===== src/nbc_pkg.sv =====
// shared constants and types for the naive bayes count classifier
package nbc_pkg;

  localparam int DEF_NUM_CLASSES = 4;
  localparam int DEF_NUM_ATTRS   = 6;
  localparam int DEF_VALUE_CODES = 64;
  localparam int DEF_COUNT_BITS  = 16;

  localparam int ATTR_PORTS = 6;
  localparam int CODE_BITS  = 6;
  localparam int LABEL_BITS = 2;

  localparam logic OP_TRAIN    = 1'b0;
  localparam logic OP_CLASSIFY = 1'b1;

  typedef struct packed {
    logic load;
    logic start;
  } mul_ctl_t;

endpackage


===== src/nbc_limb_mul.sv =====
// shared limb-serial multiplier: wide accumulator times a count value
module nbc_limb_mul #(
  parameter int COUNT_BITS = nbc_pkg::DEF_COUNT_BITS,
  parameter int LIMBS      = 2 * nbc_pkg::DEF_NUM_ATTRS - 1
) (
  input  logic                        clk,
  input  logic                        rst,
  input  nbc_pkg::mul_ctl_t           ctl,
  input  logic [COUNT_BITS*LIMBS-1:0] load_val,
  input  logic [COUNT_BITS-1:0]       mval,
  output logic [COUNT_BITS*LIMBS-1:0] acc,
  output logic                        done
);
  import nbc_pkg::*;

  localparam int W   = COUNT_BITS * LIMBS;
  localparam int PW  = 2 * COUNT_BITS;
  localparam int LCW = (LIMBS > 1) ? $clog2(LIMBS) : 1;

  logic                  busy;
  logic [LCW-1:0]        cnt;
  logic [COUNT_BITS-1:0] mult;
  logic [COUNT_BITS-1:0] carry;
  logic [PW-1:0]         prod;
  logic [W-1:0]          rot;

  // low limb times multiplier plus carry in
  assign prod = PW'(acc[COUNT_BITS-1:0]) * PW'(mult) + PW'(carry);
  assign done = busy && (cnt == LCW'(LIMBS - 1));

  generate
    if (LIMBS > 1) begin : g_rot
      assign rot = {prod[COUNT_BITS-1:0], acc[W-1:COUNT_BITS]};
    end else begin : g_one
      assign rot = prod[COUNT_BITS-1:0];
    end
  endgenerate

  always_ff @(posedge clk) begin
    if (rst) begin
      busy <= 1'b0;
      cnt  <= '0;
    end else if (ctl.start) begin
      busy <= 1'b1;
      cnt  <= '0;
    end else if (done) begin
      busy <= 1'b0;
    end else if (busy) begin
      cnt <= cnt + LCW'(1);
    end
  end

  always_ff @(posedge clk) begin
    if (ctl.load) begin
      acc <= load_val;
    end else if (busy) begin
      acc <= rot;
    end
    if (ctl.start) begin
      mult  <= mval;
      carry <= '0;
    end else if (busy) begin
      carry <= prod[PW-1:COUNT_BITS];
    end
  end

endmodule


===== config.mk =====
export PLATFORM = sky130hd
export DESIGN_NAME = nbc_limb_mul
export DESIGN_NICKNAME = d
export VERILOG_FILES = /design/src/nbc_pkg.sv /design/src/nbc_limb_mul.sv
export SDC_FILE = /design/constraint.sdc
export NUM_CORES = 1
export LEC_CHECK = 0
export BUFFER_PORTS_ARGS = -buffer_cell sky130_fd_sc_hd__buf_2
export CORE_MARGIN = 8
export CORE_UTILIZATION = 51
export DETAILED_ROUTE_END_ITERATION = 8
export PLACE_DENSITY = 0.78
export SYNTH_ARGS = -nofsm -noshare
export SYNTH_HDL_FRONTEND = slang
export SYNTH_SLANG_ARGS = --single-unit

===== constraint.sdc =====
create_clock -name clk -period 5.3 [get_ports clk]
set_input_delay 1.59 -clock clk [delete_from_list [all_inputs] [get_ports clk]]
set_output_delay 1.59 -clock clk [all_outputs]
set_load 0.03 [all_outputs]

==> Yosys cells after proc, flatten, opt, wreduce, memory -nomap -nowiden <==
Index checks and enable logic that the tools add are counted.
W data, S select, Z words.
{ "totals": {"reg_bits": 213, "input_bits": 196, "word_cells": 19} }
{ "op_classes": {"n_addsub": 2, "mul": 1, "eq_ne": 1, "mux": 4, "bitwise_logic": 1, "reduce_logical": 5} }
{ "ops": {"columns": ["operator", "n"], "rows": [
  ["$mux W176", 2],
  ["$add A32 B16 Y32", 1],
  ["$mul A16 B16 Y32", 1],
  ["$add A4 B1 Y4 const B", 1],
  ["$eq A4 B4 Y1 const B", 1],
  ["$reduce_bool A2 Y1", 2],
  ["$mux W1", 2],
  ["$reduce_and A2 Y1", 1],
  ["$reduce_or A2 Y1", 1],
  ["$logic_and A1 B1 Y1", 1],
  ["$not A1 Y1", 1]
]} }

==> Longest topological paths before layout <==
{ "depth": {"ltp_word": 4, "ltp_mapped": 23, "ltp_nobuf": 21} }

==> Worst setup path after synthesis <==
Ideal clock, no wire load.
{ "synth_path": {"path_type": "register to register", "startpoint": "register acc[12]", "endpoint": "register carry[8]", "setup_ns": 0.128, "arrival_ns": 5.659, "slack_ns": -0.487, "stages_incl_launch_ff": 21, "synth_period_minus_slack_ns": 5.787, "path_cell_list": "edfxtp_1 clkbuf_1 nand2_1 fa_1 fa_1 fa_1 inv_1 fa_1 fa_1 inv_1 fa_1 inv_1 ha_1 buf_6 a21oi_4 o21ai_2 a311oi_2 nand3_2 a311oi_2 xor2_1 o21ai_1"} }
{ "synth_between": {"elab_chain_cells": 2} }
{ "synth_rtl": {"columns": ["item", "line_no", "source"], "rows": [
  ["start, declared", "nbc_limb_mul.sv:11", "output logic [COUNT_BITS*LIMBS-1:0] acc,"],
  ["start signal, assigned", "nbc_limb_mul.sv:55", "acc <= load_val;"],
  ["start signal, assigned", "nbc_limb_mul.sv:57", "acc <= rot;"],
  ["$mul A16 B16 Y32", "nbc_limb_mul.sv:28", "assign prod = PW'(acc[COUNT_BITS-1:0]) * PW'(mult) + PW'(carry);"],
  ["$add A32 B16 Y32", "nbc_limb_mul.sv:28", null],
  ["end signal, assigned", "nbc_limb_mul.sv:63", "carry <= prod[PW-1:COUNT_BITS];"],
  ["end, declared", "nbc_limb_mul.sv:23", "logic [COUNT_BITS-1:0] carry;"]
]} }
Every way passes these cells.
A chain may end at the register's enable or synchronous reset.

==> Final worst setup path <==
{ "layout_path": {"startpoint": "register acc[7]", "endpoint": "register carry[9]"} }
The elaborated chain is that of the path after synthesis.

==> flow_summary.json <==
{
  "outcome": "finished with violations",
  "violations": "setup timing",
  "die_w_um": 202.9,
  "pre_cts_ws_ns": -0.5761,
  "nNetsFinal": 2587,
  "core_area_um2": 34460,
  "synth_fp_nets": 2084,
  "hold_viol": 0,
  "arrival_ns": 6.11,
  "clkTransAtPathRegs_ns": 0.06,
  "root_buffer": "clkbuf_16",
  "cts.htree.levels": 1,
  "r2r_setup_slack_ns": -0.39,
  "numCtsBuffers": 26,
  "synth-edff-count": 192,
  "routedWlPerCell_um": 22.10,
  "fin_crit_sh": 1.073,
  "drive_gt1_frac": 0.4068,
  "insertion_delay_ns": 0.58,
  "worstPathRequired_ns": 5.72,
  "setup_slack_ns": -0.3883,
  "cp_slowest_cell": "fa_1",
  "period_needed_ns": 5.688,
  "die_h_um": 202.9,
  "synthArstFlopShare": 0,
  "finalWirelength_mm": 56.37,
  "rows": 68,
  "grt_use_met2": 0.4522,
  "r2r-start": "acc[7]$_DFFE_PP_",
  "grt_max_degree": 188,
  "ys.flop_type": "edfxtp_1",
  "multi_input_area_um2": 10850,
  "yosysTopAreaCellShare": 0.3236,
  "slew_headroom": 0.3355,
  "routed-via-count": 13730,
  "synth_seq_area_share": 0.3472,
  "syn-mean-instance-area_um2": 11.35,
  "grt_pass1_vias": 14940,
  "drtAntennaViolNets": 0,
  "final_max_slew_viol_count": 0,
  "clock-skew-final_ns": 0.04256,
  "gr-usage-met1": 0.3398,
  "critPathKind": "register to register",
  "synth_area_leader_cell": "edfxtp_1",
  "track_usage": 0.2687,
  "use_met3": 0.05929,
  "hold_start": "carry[12]$_SDFFE_PP0P_",
  "synth_cell_type_count": 61,
  "grt_setup_unrepaired": "true",
  "dr.first_iter.drc_count": 976,
  "hold_class": "register to register",
  "antenna_found_initial": 4,
  "worst_pin_slew_ns": 0.9931,
  "syn_inst": 1570,
  "yosysWarningCount": 0,
  "drv_cap": 0,
  "die_area_um2": 41170,
  "cts_buffer_depth": 3,
  "path_max_fanout": 7,
  "syn_area_um2": 17820,
  "final_util": 0.6622,
  "syn_to_final_growth_pct": 28.08,
  "critPathLaunchType": "register",
  "start_util": 0.5171,
  "crit_chain": "buf_12, and2_4, fa_1, inv_2, fa_1, fa_1, fa_1, inv_1, fa_1, inv_1, fa_1, inv_2, ha_4, and3_4, o21a_1, o31ai_4, o31a_1, a21oi_2, mux2i_1, o311ai_1",
  "busiest_layer": "met2",
  "synth-seq-cells": 213,
  "dpl.hpwl_mm": 45.75,
  "ioPinCount": 373,
  "drtPass1Iterations": 5,
  "setup_viol": 20,
  "drc": 0,
  "reg2reg_to": "carry[9]$_SDFFE_PP0P_",
  "io_buffers": 372,
  "grt_pass1_wl_mm": 85.62,
  "fillers": 2647,
  "cp-end-kind": "register",
  "cpPeakStageDelay_ns": 0.56,
  "crit_top_cell": "fa_1",
  "cts_sinks": 213,
  "ff_latch_area_um2": 6186,
  "grt_overflow": 0,
  "hold_ws_ns": 0.4780,
  "gp_congestion": 0.9197,
  "hold_end": "carry[12]$_SDFFE_PP0P_",
  "holdPathStages": 2,
  "worst_r2r_path_depth": 20,
  "synthTopCellsByArea": "edfxtp_1, fa_1, mux2_2, ha_1, inv_1",
  "vias_per_cell": 5.381,
  "max_freq_mhz": 175.8,
  "finalSetupTns_ns": -5.812,
  "cts_tree": "yes"
}
critical path, delay by kind of cell, from the launching register on:
| kind | cells | cell delay [ns] |
|---|---|---|
| AO/OA/AOI/OAI | 5 | 0.85 |
| adder cells (fa/ha/maj) | 7 | 3.35 |
| buffers and inverters | 5 | 0.36 |
| flip-flops | 1 | 0.42 |
| multiplexers | 1 | 0.22 |
| AND/OR/NAND/NOR | 2 | 0.33 |
kinds of logic after synthesis:
group	count (synthesis)	synth area share
flip-flops	213	0.3472
AND/OR/NAND/NOR	376	0.1019
buffers and inverters	349	0.07486
adder cells (fa/ha/maj)	318	0.3118
AO/OA/AOI/OAI	118	0.04424
XOR/XNOR	24	0.01180
multiplexers	172	0.1082
sequential cells by signal (all words and copies together), names as in the netlist:
name	cells
acc	176
busy	1
cnt	4
carry	16
mult	16
worst max path at each step:
stage	startpoint	to	cells past startpoint
floorplan	acc[8]$_DFFE_PP_	carry[8]$_SDFFE_PP0P_	20
global placement	mult[6]$_DFFE_PP_	acc[175]$_DFFE_PP_	19
detailed placement	mult[6]$_DFFE_PP_	acc[175]$_DFFE_PP_	19
CTS	mult[4]$_DFFE_PP_	carry[9]$_SDFFE_PP0P_	22
global route	acc[7]$_DFFE_PP_	carry[9]$_SDFFE_PP0P_	20
finish	acc[7]$_DFFE_PP_	carry[9]$_SDFFE_PP0P_	20
Yosys cell counts, types with 4 or more instances:
cell type,number
inv_1,282
fa_1,210
edfxtp_1,192
nand2_1,192
mux2_2,165
and2_1,112
ha_1,108
clkbuf_1,55
a21oi_1,34
nor2_1,23
dfxtp_1,21
o21ai_0,21
xor2_1,13
o21ai_1,11
xnor2_1,11
buf_2,9
nand4_1,9
nor3_1,9
mux2i_1,7
a21o_1,6
and3_1,6
nand3_1,6
o21a_1,5
o21bai_1,4
layout by cell type, fill, tap and decap left out, types with 12 or more instances in the layout:
cell	synthesis	final
a21oi_1	34	15
a21oi_2	1	12
and2_1	112	108
buf_2	9	371
buf_4	0	151
buf_6	1	13
clkbuf_16	0	26
dfxtp_1	21	21
edfxtp_1	192	192
fa_1	210	203
ha_1	108	93
inv_1	282	274
mux2_2	165	165
nand2_1	192	180
nor2_1	23	22
o21ai_0	21	12
o21ai_1	11	16
final cells by class:
| cell class | instances | area share |
|---|---|---|
| Multi-Input combinational cell | 1008 | 0.4755 |
| Sequential cell | 213 | 0.2711 |
| Timing Repair Buffer | 542 | 0.1436 |
| Inverter | 282 | 0.04639 |
| Clock buffer | 28 | 0.02884 |
| Tap cell | 455 | 0.02495 |
| Clock inverter | 19 | 0.009212 |
| Antenna cell | 4 | 0.0004386 |
layer usage:
layer / routed length (um) / vias up
li1: - / 6119
met1: 22170 / 6853
met2: 27720 / 629
met3: 4551 / 125
met4: 1930 / 0
met5: 0 / -
repair_timing:
| action | in CTS | in global routing |
|---|---|---|
| gates resized for setup | 65 | 36 |
| hold buffers | 0 | 0 |
| buffers inserted | 22 | 10 |
| pin swaps | 34 | 34 |
| setup endpoints to repair | 23 | 23 |
per-stage QoR:
stage,cell area (um^2),std cells
finish,22820,2551
global route,22820,2550
CTS,22570,2537
detailed placement,21270,2468
global placement,21270,2468
floorplan,18120,1570
Power is not shown: default switching activity piles up to over one toggle a cycle in this logic, so the estimate is an artifact.
